**src/hdl/lqr_pkg.sv**
```systemverilog
`timescale 1ns / 1ps
// ----------------------------------------------------------------------------
// LQR step package
// Shared constants, command/status types and saturating helpers.
// ----------------------------------------------------------------------------
package lqr_pkg;

	localparam int FRAC_BITS = 16;
	localparam int DIV_BITS  = 33 + FRAC_BITS;
	localparam int DIV_CNT_W = $clog2(DIV_BITS + 1);

	localparam logic signed [31:0] DRIVE_MAX = 32'sd65536;
	localparam logic signed [31:0] DRIVE_MIN = 32'sd0;
	localparam logic signed [31:0] SLEW_MAX  = 32'sd655360;
	localparam logic signed [31:0] SLEW_MIN  = -32'sd655360;

	localparam logic signed [63:0] S32_MAX_W = 64'sd2147483647;
	localparam logic signed [63:0] S32_MIN_W = -64'sd2147483648;

	// configuration register indexes
	localparam logic [2:0] REG_GAIN_ERR  = 3'd0;
	localparam logic [2:0] REG_GAIN_RATE = 3'd1;
	localparam logic [2:0] REG_GAIN_INT  = 3'd2;
	localparam logic [2:0] REG_PERIOD    = 3'd3;
	localparam logic [2:0] REG_INT_MAX   = 3'd4;
	localparam logic [2:0] REG_INT_MIN   = 3'd5;
	localparam logic [2:0] REG_EST_GAIN  = 3'd6;
	localparam logic [2:0] REG_MODE      = 3'd7;

	// multiplier operand selects
	localparam logic [2:0] MS_ERRP = 3'd0;
	localparam logic [2:0] MS_EST  = 3'd1;
	localparam logic [2:0] MS_G0   = 3'd2;
	localparam logic [2:0] MS_G1   = 3'd3;
	localparam logic [2:0] MS_G2   = 3'd4;
	localparam logic [2:0] MS_UP   = 3'd5;
	localparam logic [2:0] MS_DN   = 3'd6;

	typedef struct packed {
		logic       load;
		logic       mul_en;
		logic [2:0] mul_sel;
		logic       int_upd;
		logic       div_start;
		logic       rate_upd;
		logic       corr_upd;
		logic       acc_upd;
		logic       drv_upd;
		logic       up_upd;
		logic       dn_upd;
		logic       out_load;
	} lqr_cmd_t;

	typedef struct packed {
		logic div_busy;
		logic est_en;
		logic out_free;
	} lqr_sts_t;

	function automatic logic signed [31:0] sat32(input logic signed [63:0] v);
		logic signed [31:0] r;
		if (v > S32_MAX_W) r = 32'sh7fffffff;
		else if (v < S32_MIN_W) r = 32'sh80000000;
		else r = v[31:0];
		return r;
	endfunction

	function automatic logic signed [31:0] clamp_hf(input logic signed [31:0] v,
			input logic signed [31:0] hi, input logic signed [31:0] lo);
		logic signed [31:0] r;
		if (v > hi) r = hi;
		else if (v < lo) r = lo;
		else r = v;
		return r;
	endfunction

endpackage

```
**src/hdl/lqr_ctrl.sv**
```systemverilog
`timescale 1ns / 1ps
// ----------------------------------------------------------------------------
// LQR step controller
// Sequences the shared multiplier, divider and state updates per sample.
// ----------------------------------------------------------------------------
module lqr_ctrl
	import lqr_pkg::*;
(
	input  logic     clk,
	input  logic     arst_n,
	input  logic     in_valid,
	output logic     in_ready,
	input  lqr_sts_t sts,
	output lqr_cmd_t cmd
);

	localparam logic [4:0] ST_IDLE  = 5'd0;
	localparam logic [4:0] ST_MUL_I = 5'd1;
	localparam logic [4:0] ST_INTG  = 5'd2;
	localparam logic [4:0] ST_DIVW  = 5'd3;
	localparam logic [4:0] ST_MUL_E = 5'd4;
	localparam logic [4:0] ST_CORR  = 5'd5;
	localparam logic [4:0] ST_MG0   = 5'd6;
	localparam logic [4:0] ST_AC0   = 5'd7;
	localparam logic [4:0] ST_MG1   = 5'd8;
	localparam logic [4:0] ST_AC1   = 5'd9;
	localparam logic [4:0] ST_MG2   = 5'd10;
	localparam logic [4:0] ST_AC2   = 5'd11;
	localparam logic [4:0] ST_DRV   = 5'd12;
	localparam logic [4:0] ST_MUP   = 5'd13;
	localparam logic [4:0] ST_UP    = 5'd14;
	localparam logic [4:0] ST_MDN   = 5'd15;
	localparam logic [4:0] ST_DN    = 5'd16;
	localparam logic [4:0] ST_OUT   = 5'd17;

	logic [4:0] state_q, state_d;

	assign in_ready = state_q == ST_IDLE;

	always_comb begin
		state_d = state_q;
		cmd     = '0;
		unique case (state_q)
			ST_IDLE: begin
				if (in_valid) begin
					cmd.load = 1'b1;
					state_d  = ST_MUL_I;
				end
			end
			ST_MUL_I: begin
				cmd.mul_en  = 1'b1;
				cmd.mul_sel = MS_ERRP;
				state_d     = ST_INTG;
			end
			ST_INTG: begin
				cmd.int_upd   = 1'b1;
				cmd.div_start = 1'b1;
				state_d       = ST_DIVW;
			end
			ST_DIVW: begin
				if (!sts.div_busy) begin
					cmd.rate_upd = 1'b1;
					state_d      = sts.est_en ? ST_MUL_E : ST_MG0;
				end
			end
			ST_MUL_E: begin
				cmd.mul_en  = 1'b1;
				cmd.mul_sel = MS_EST;
				state_d     = ST_CORR;
			end
			ST_CORR: begin
				cmd.corr_upd = 1'b1;
				state_d      = ST_MG0;
			end
			ST_MG0: begin
				cmd.mul_en  = 1'b1;
				cmd.mul_sel = MS_G0;
				state_d     = ST_AC0;
			end
			ST_AC0: begin
				cmd.acc_upd = 1'b1;
				state_d     = ST_MG1;
			end
			ST_MG1: begin
				cmd.mul_en  = 1'b1;
				cmd.mul_sel = MS_G1;
				state_d     = ST_AC1;
			end
			ST_AC1: begin
				cmd.acc_upd = 1'b1;
				state_d     = ST_MG2;
			end
			ST_MG2: begin
				cmd.mul_en  = 1'b1;
				cmd.mul_sel = MS_G2;
				state_d     = ST_AC2;
			end
			ST_AC2: begin
				cmd.acc_upd = 1'b1;
				state_d     = ST_DRV;
			end
			ST_DRV: begin
				cmd.drv_upd = 1'b1;
				state_d     = ST_MUP;
			end
			ST_MUP: begin
				cmd.mul_en  = 1'b1;
				cmd.mul_sel = MS_UP;
				state_d     = ST_UP;
			end
			ST_UP: begin
				cmd.up_upd = 1'b1;
				state_d    = ST_MDN;
			end
			ST_MDN: begin
				cmd.mul_en  = 1'b1;
				cmd.mul_sel = MS_DN;
				state_d     = ST_DN;
			end
			ST_DN: begin
				cmd.dn_upd = 1'b1;
				state_d    = ST_OUT;
			end
			ST_OUT: begin
				if (sts.out_free) begin
					cmd.out_load = 1'b1;
					state_d      = ST_IDLE;
				end
			end
			default: state_d = ST_IDLE;
		endcase
	end

	always_ff @(posedge clk or negedge arst_n) begin
		if (!arst_n) begin
			state_q <= ST_IDLE;
		end else begin
			state_q <= state_d;
		end
	end

endmodule

```
**config.mk**
```make
export PLATFORM = sky130hd
export DESIGN_NAME = lqr_ctrl
export DESIGN_NICKNAME = d
export VERILOG_FILES = /design/src/hdl/lqr_pkg.sv /design/src/hdl/lqr_ctrl.sv
export SDC_FILE = /design/constraint.sdc
export NUM_CORES = 1
export LEC_CHECK = 0
export ABC_CLOCK_PERIOD_IN_PS = 1500
export BUFFER_PORTS_ARGS = -buffer_cell sky130_fd_sc_hd__buf_2
export CORE_AREA = 2 2 39 41
export CTS_BUF_LIST = sky130_fd_sc_hd__clkbuf_4 sky130_fd_sc_hd__clkbuf_8 sky130_fd_sc_hd__clkbuf_16
export DETAILED_ROUTE_END_ITERATION = 6
export DIE_AREA = 0 0 41 43
export PLACE_DENSITY = 0.69
export SLEW_MARGIN = 5
export SYNTH_ARGS = -nofsm -noshare
export SYNTH_HDL_FRONTEND = slang
export SYNTH_SLANG_ARGS = --single-unit
```
**constraint.sdc**
```tcl
create_clock -name clk -period 1.5 [get_ports clk]
set_input_delay 0.225 -clock clk [delete_from_list [all_inputs] [get_ports clk]]
set_output_delay 0.225 -clock clk [all_outputs]
set_load 0.02 [all_outputs]
```
# Word level (Yosys, flattened, before mapping)
# Cells that the tools add are included.
word_totals:
  reg_bits: 5
  wordCells: 42
  out_inout_bits: 15
  in_bits: 6
classes:
  eq_ne: 20
  n_mux: 18
  reduce_logical: 3
op_table:
  columns: ["cell", "count"]
  rows:
  - ["5-bit one-hot mux with 18 select lines", 1]
  - ["5-bit by 4-bit == test with 1-bit output (second input constant)", 8]
  - ["4-bit one-hot mux with 7 select lines", 1]
  - ["5-bit by 3-bit == test with 1-bit output (second input constant)", 4]
  - ["5-bit two-way mux", 3]
  - ["1-bit two-way mux", 11]
  - ["5-bit by 2-bit == test with 1-bit output (second input constant)", 2]
  - ["5-bit == test (second input constant)", 2]
  - ["2-bit != test (second input constant)", 3]
  - ["5-bit by 1-bit == test with 1-bit output (second input constant)", 1]
  - ["5-bit logical NOT", 1]
  - ["2-bit two-way mux", 2]
  - ["3-bit AND reduction", 1]
  - ["3-bit OR reduction", 1]

# Logic depth before layout (Yosys ltp)
# Gate-level depths: netlist (run 1).
depth:
  ltp_word: 3
  mapped_depth: 5
  mapped_depth_nobuf: 3

# Worst setup path before layout (run 1)
# Ideal clock, no wire load.
synth_timing:
  path_kind: "reg-to-output"
  start: "reg state_q[2]"
  end: "out cmd[13] (netlist bit)"
  arrival_time_ns: 1.405
  path_stages_with_launch: 5
  path_slack_ns: -0.130
  path_buffers: 1
  required_time_ns: 1.275
  cell_sequence: "dfrtp_1 > buf_6 > nor2_2 > nor4b_2 > and2_1"
synth_rtl:
  columns: ["item", "line", "text"]
  rows:
  - ["from (decl)", "lqr_ctrl.sv:36", "logic [4:0] state_q, state_d;"]
  - ["from (signal assigned)", "lqr_ctrl.sv:138", "state_q <= state_d;"]
  - ["to (decl)", "lqr_ctrl.sv:14", "output lqr_cmd_t cmd"]

==> impl_metrics.tcl, run 1 <==
set metrics [dict create \
    status "complete, but fails checks" \
    violations "setup timing" \
    regMostFlops "state_q" \
    synthTopCellsByArea "dfrtp_1 (23%), buf_6 (10%), nand2_1 (4.8%)" \
    cp-end-kind "output pin" \
    clockPowerShare 0.071 \
    critPathTopFamily "simple AND/OR/NAND/NOR gates" \
    cts_root_buf "clkbuf_4" \
    drive_gt1_frac 0.667 \
    powerDensity_nw_per_um2 2590 \
    antenna_found_initial 0 \
    ys_warn_count 0 \
    via_per_inst 5.08 \
    p_sw_mw 1.13 \
    start_kind "flip-flop" \
    nets 112 \
    p_int_mw 1.34 \
    setup-tns-final_ps -1460 \
    hold_slack_ps 245 \
    tritoncts "done" \
    clk_pin_slew_ps 50 \
    cap_violations 0 \
    io_buffer_count 20 \
    insertedDiodeCount 0 \
    ctsHtreeMaxLevel 1 \
    place_congestion 0.899 \
    syn_area_per_cell_um2 8.49 \
    power_leakage_nw 0.442 \
    cpMaxStageDelayCell "dfrtp_2" \
    synth_ff_type "dfrtp_1" \
    die_h_um 43 \
    min-delay-path-class "in -> reg" \
    cp_max_fo 6 \
    chipWidth_um 41 \
    maxSlewHeadroom 0.790 \
    critPathArrivalTime_ps 1450 \
    clock-sinks 5 \
    worstPathCellList "buf_6 > nor2_4 > nor4b_4 > and2_1 > buf_6" \
    place_ws_ps -24.5 \
    dp_hpwl_um 996 \
    gr-total-overflow 0 \
    core-area_um2 1380 \
    largest_registers "state_q: 5 flops" \
    dieArea_um2 1760 \
    finalSetupViolCount 15 \
    drc_errors 0 \
    path_buf_inv 2 \
    drt_wl_total_mm 1.63 \
    path_common_cell "buf_6" \
    syn2layout_area_growth_pct 73.0 \
    io_pins 21 \
    grt_pass1_vias 617 \
    hold_viol 0 \
    grt_max_degree 9 \
    required_ps 1270 \
    layout_commonest_cell "buf_4" \
    vias 615 \
    swShare 0.458 \
    yosysUniqueCellTypes 33 \
    clockBufferDepth 2 \
    antenna_left 0 \
    fin_crit_ps 1670 \
    synth_top_area_frac 0.227 \
    synth-edff-count 0 \
    max_freq_mhz 598 \
    synthArstFlopShare 1.00 \
    largest_register_ffs 5 \
    worst_slew_pin_slew_ps 314 \
    period_share 1.11 \
    numCtsBuffers 3 \
    fin_ws_ps -172 \
    start_util 0.399 \
    pwr-share-comb 0.788 \
    synth_seq_area_share 0.227 \
    drt_iter0_markers 6 \
    wl_per_cell_um 13.4 \
    grt_pass1_wl_mm 2.52 \
    layout_common_cells "buf_4 (29), buf_2 (8), nand2_1 (6), nor2_1 (6), buf_6 (6)" \
    crit_type "reg -> out" \
    maxSlewViolCount 0 \
    rows 14 \
    syn_nets 71 \
    syn-cell-area_um2 552 \
    skew_ps 7.08 \
    seqPwrFrac 0.141 \
    yosysTopAreaCell "dfrtp_1" \
    dr.pass1.iters 4 \
    netlist_instances 65 \
    synth_seq_cells 5 \
    grt_usage 0.208 \
    rsz0062_at_grt "yes" \
    cp_slowest_stage_delay_ps 440 \
    vdd_ir_drop_max_mv 1.26 \
    clock_latency_ps 240 \
]
## metrics by stage
step           instances  instance area (um^2)   util  power (mW)
3_5_place_dp         106                   726  0.524        1.75
5_1_grt              121                   955  0.690        2.63
2_1_floorplan         65                   584      -        1.44
3_3_place_gp         106                   726  0.524        1.73
4_1_cts              118                   892  0.645        2.28
6_report             121                   955  0.690        2.47
## synth_stat cells (2+ instances only)
library cell and instances:
buf_4 2, nor2_1 7, a21oi_1 2, xor2_1 2, buf_6 5, and2_1 3
dfrtp_1 5, xnor2_1 2, nand2_1 7, nor3b_2 2, nor3_1 4, nand3_1 3
## layer usage
layer | vias to the layer above | share of wire | track usage
li1 | 305 | - | -
met1 | 295 | 0.38 | 0.248
met2 | 15 | 0.58 | 0.350
met3 | 0 | 0.039 | 0.0105
met4 | 0 | 0 | 0.107
met5 | - | 0 | 0
## timing repair
item / CTS / global route
gates cloned: 0 / 0
pin swaps: 8 / 4
hold buffers: 1 / 0
setup endpoints to repair: 15 / 15
buffers inserted: 7 / 3
hold endpoints to repair: 5 / 0
resized for setup: 27 / 9
## final cells by class
| class | count | area [um^2] |
|---|---|---|
| repair buffers | 44 | 335 |
| well taps | 16 | 20.0 |
| flip-flops and latches | 5 | 130 |
| inverters | 1 | 3.75 |
| fillers | 102 | 429 |
| multi-input cells | 51 | 435 |
| clock buffers | 4 | 30.0 |
## worst min-delay path, delay by kind of cell
family | cells | cell delay [ps]
simple gates | 1 | 70
buf+inv | 1 | 90
compound gates | 1 | 60
## path summary, 6_finish.rpt
| check | startpoint | to | slack (ps) | cells past startpoint |
|---|---|---|---|---|
| max | state_q[2] | cmd[13] | -170 | 5 |
| min | in_valid | state_q[0] | 240 | 3 |
| max reg2reg | state_q[3] | state_q[2] | 90 | 5 |
| min reg2reg | state_q[1] | state_q[0] | 650 | 2 |
| max in group asynchronous | arst_n | state_q[2] | 1020 | 2 |
| min in group asynchronous | arst_n | state_q[0] | 330 | 2 |
## power groups by stage
| stage | sequential, mW | clock [mW] | combinational (mW) |
|---|---|---|---|
| after detailed placement | 0.355 | 0 | 1.40 |
| after global placement | 0.355 | 0 | 1.37 |
| after CTS | 0.335 | 0.174 | 1.78 |
| after floorplan | 0.269 | 0 | 1.17 |
| after global routing | 0.361 | 0.187 | 2.08 |
| final | 0.349 | 0.176 | 1.95 |
## cell families after synthesis
| family | share of synthesized area |
|---|---|
| buffers and inverters | 0.145 |
| and+or+nand+nor | 0.399 |
| muxes | 0.0204 |
| xor gates and xnor gates | 0.0635 |
| AOI/OAI and AO/OA | 0.145 |
| DFF | 0.227 |
No activity file was read; power rests on OpenSTA's default activity.
==> run 2, diff against run 1 <==
- SETUP_SLACK_MARGIN: default -> 0.1
==> impl_metrics.tcl, run 2 (synthesized netlist as in run 1, its figures left out) <==
set metrics [dict create \
    status "complete, but fails checks" \
    violations "setup timing" \
    io_pins 21 \
    drt_iter0_markers 7 \
    post-route-util 0.721 \
    hold_viol 0 \
    cp-end-kind "output pin" \
    vdd_ir_drop_max_mv 1.31 \
    grt_usage 0.186 \
    vias 606 \
    rows 14 \
    ctsHtreeMaxLevel 1 \
    grt_max_degree 11 \
    cp-startpoint "state_q[2]" \
    clockBufferDepth 2 \
    crit_type "reg -> out" \
    cp_max_fo 5 \
    start_kind "flip-flop" \
    layout_commonest_cell "buf_4" \
    worstPathCellList "xor2_1 > nor2_1 > a2111oi_4 > buf_4" \
    gr-total-overflow 0 \
    r2r_slack_ps 80 \
    critPathArrivalTime_ps 1500 \
    tritoncts "done" \
    grt_pass1_vias 565 \
    die_h_um 43 \
    dieArea_um2 1760 \
    cap_violations 0 \
    io_buffer_count 20 \
    power_leakage_nw 0.438 \
    finalSetupViolCount 15 \
    regMostFlops "state_q" \
    rsz0062_at_grt "yes" \
    clock_latency_ps 240 \
    r2r_end "state_q[2]" \
    total_power_mw 2.50 \
    cp_slowest_stage_delay_ps 440 \
    dr.pass1.iters 4 \
    drive_gt1_frac 0.689 \
    clk_pin_slew_ps 40 \
    dp_hpwl_um 989 \
    clock-sinks 5 \
    worst_slew_pin_slew_ps 256 \
    drc_errors 0 \
    chipWidth_um 41 \
    antenna_left 0 \
    period_share 1.15 \
    cpMaxStageDelayCell "dfrtp_2" \
    wl_per_cell_um 13.6 \
    fin_ws_ps -220 \
    nets 110 \
    maxSlewHeadroom 0.828 \
    place_congestion 0.744 \
    core-area_um2 1380 \
    reg2reg_from "state_q[2]" \
    place_ws_ps 14.7 \
    cts_root_buf "clkbuf_4" \
    powerDensity_nw_per_um2 2510 \
    syn2layout_area_growth_pct 80.7 \
    largest_register_ffs 5 \
    insertedDiodeCount 0 \
    required_ps 1270 \
    skew_ps 0.947 \
    antenna_found_initial 0 \
    fin_crit_ps 1720 \
    start_util 0.399 \
    largest_registers "state_q: 5 flops" \
    numCtsBuffers 3 \
    crit_end "cmd[9]" \
    via_per_inst 5.09 \
    min-delay-path-class "in -> reg" \
    max_freq_mhz 581 \
    layout_common_cells "buf_4 (21), buf_6 (11), buf_2 (7), nand2_1 (6), nor2_1 (6)" \
    rr_worst_depth 5 \
    maxSlewViolCount 0 \
    drt_wl_total_mm 1.62 \
    grt_pass1_wl_mm 2.30 \
]
## run 2: changes by cell type in the layout (fill, tap and decap cells not counted), moves of 2 or more
cell / previous run / this run
buf_6: 6 / 11
nor3b_4: 1 / 3
buf_4: 29 / 21
buf_12: 0 / 2
## run 2: how the worst min path moves through the flow
stage / cells after the start / slack [ps] / from / to
2_1_floorplan: 0 / -70 / arst_n / state_q[0]
3_3_place_gp: 1 / 40 / arst_n / state_q[4]
3_5_place_dp: 1 / 40 / arst_n / state_q[4]
4_1_cts: 3 / 250 / in_valid / state_q[0]
5_1_grt: 3 / 270 / in_valid / state_q[0]
6_report: 3 / 280 / in_valid / state_q[0]
## run 2: area by class of cell
cell class | instances | area (um^2)
Multi-Input combinational cell | 51 | 445
Fill cell | 115 | 387
Timing Repair Buffer | 42 | 367
Sequential cell | 5 | 131
Clock buffer | 4 | 30.0
Tap cell | 16 | 20.0
Inverter | 1 | 3.75
## run 2: repair_timing
item                       in CTS  in global routing
gates resized for setup        21                 22
pin swaps                       2                 10
setup endpoints to repair      15                 15
setup buffers                   4                  3
hold endpoints to repair        5                  0
hold buffers                    1                  0
## run 2: power by group
part	leakage (nW)	switching [mW]	internal, mW
Sequential	0.0551	0.136	0.215
Combinational	0.364	0.950	1.03
Clock	0.0184	0.0519	0.118
## run 2: critical path: cells and delay by family (launching register included)
family | cells | cell delay (ps)
XOR/XNOR | 1 | 220
flip-flops | 1 | 440
AO/OA/AOI/OAI | 1 | 310
AND/OR/NAND/NOR | 1 | 100
buffers and inverters | 1 | 190
## run 2: through the flow
stage	instances	hold slack, ps	TNS [ps]	instance area (um^2)
4_1_cts	116	253	-1310	898
3_3_place_gp	107	40.8	0	754
5_1_grt	119	269	-2890	997
2_1_floorplan	65	-70.6	0	593
6_report	119	276	-1710	997
3_5_place_dp	107	39.4	0	754
## run 2: per-layer routing
layer  wire (um)  global-route usage
met3          53              0.0314
met5           0                   0
met2         905               0.319
met4           0              0.0400
met1         656               0.231
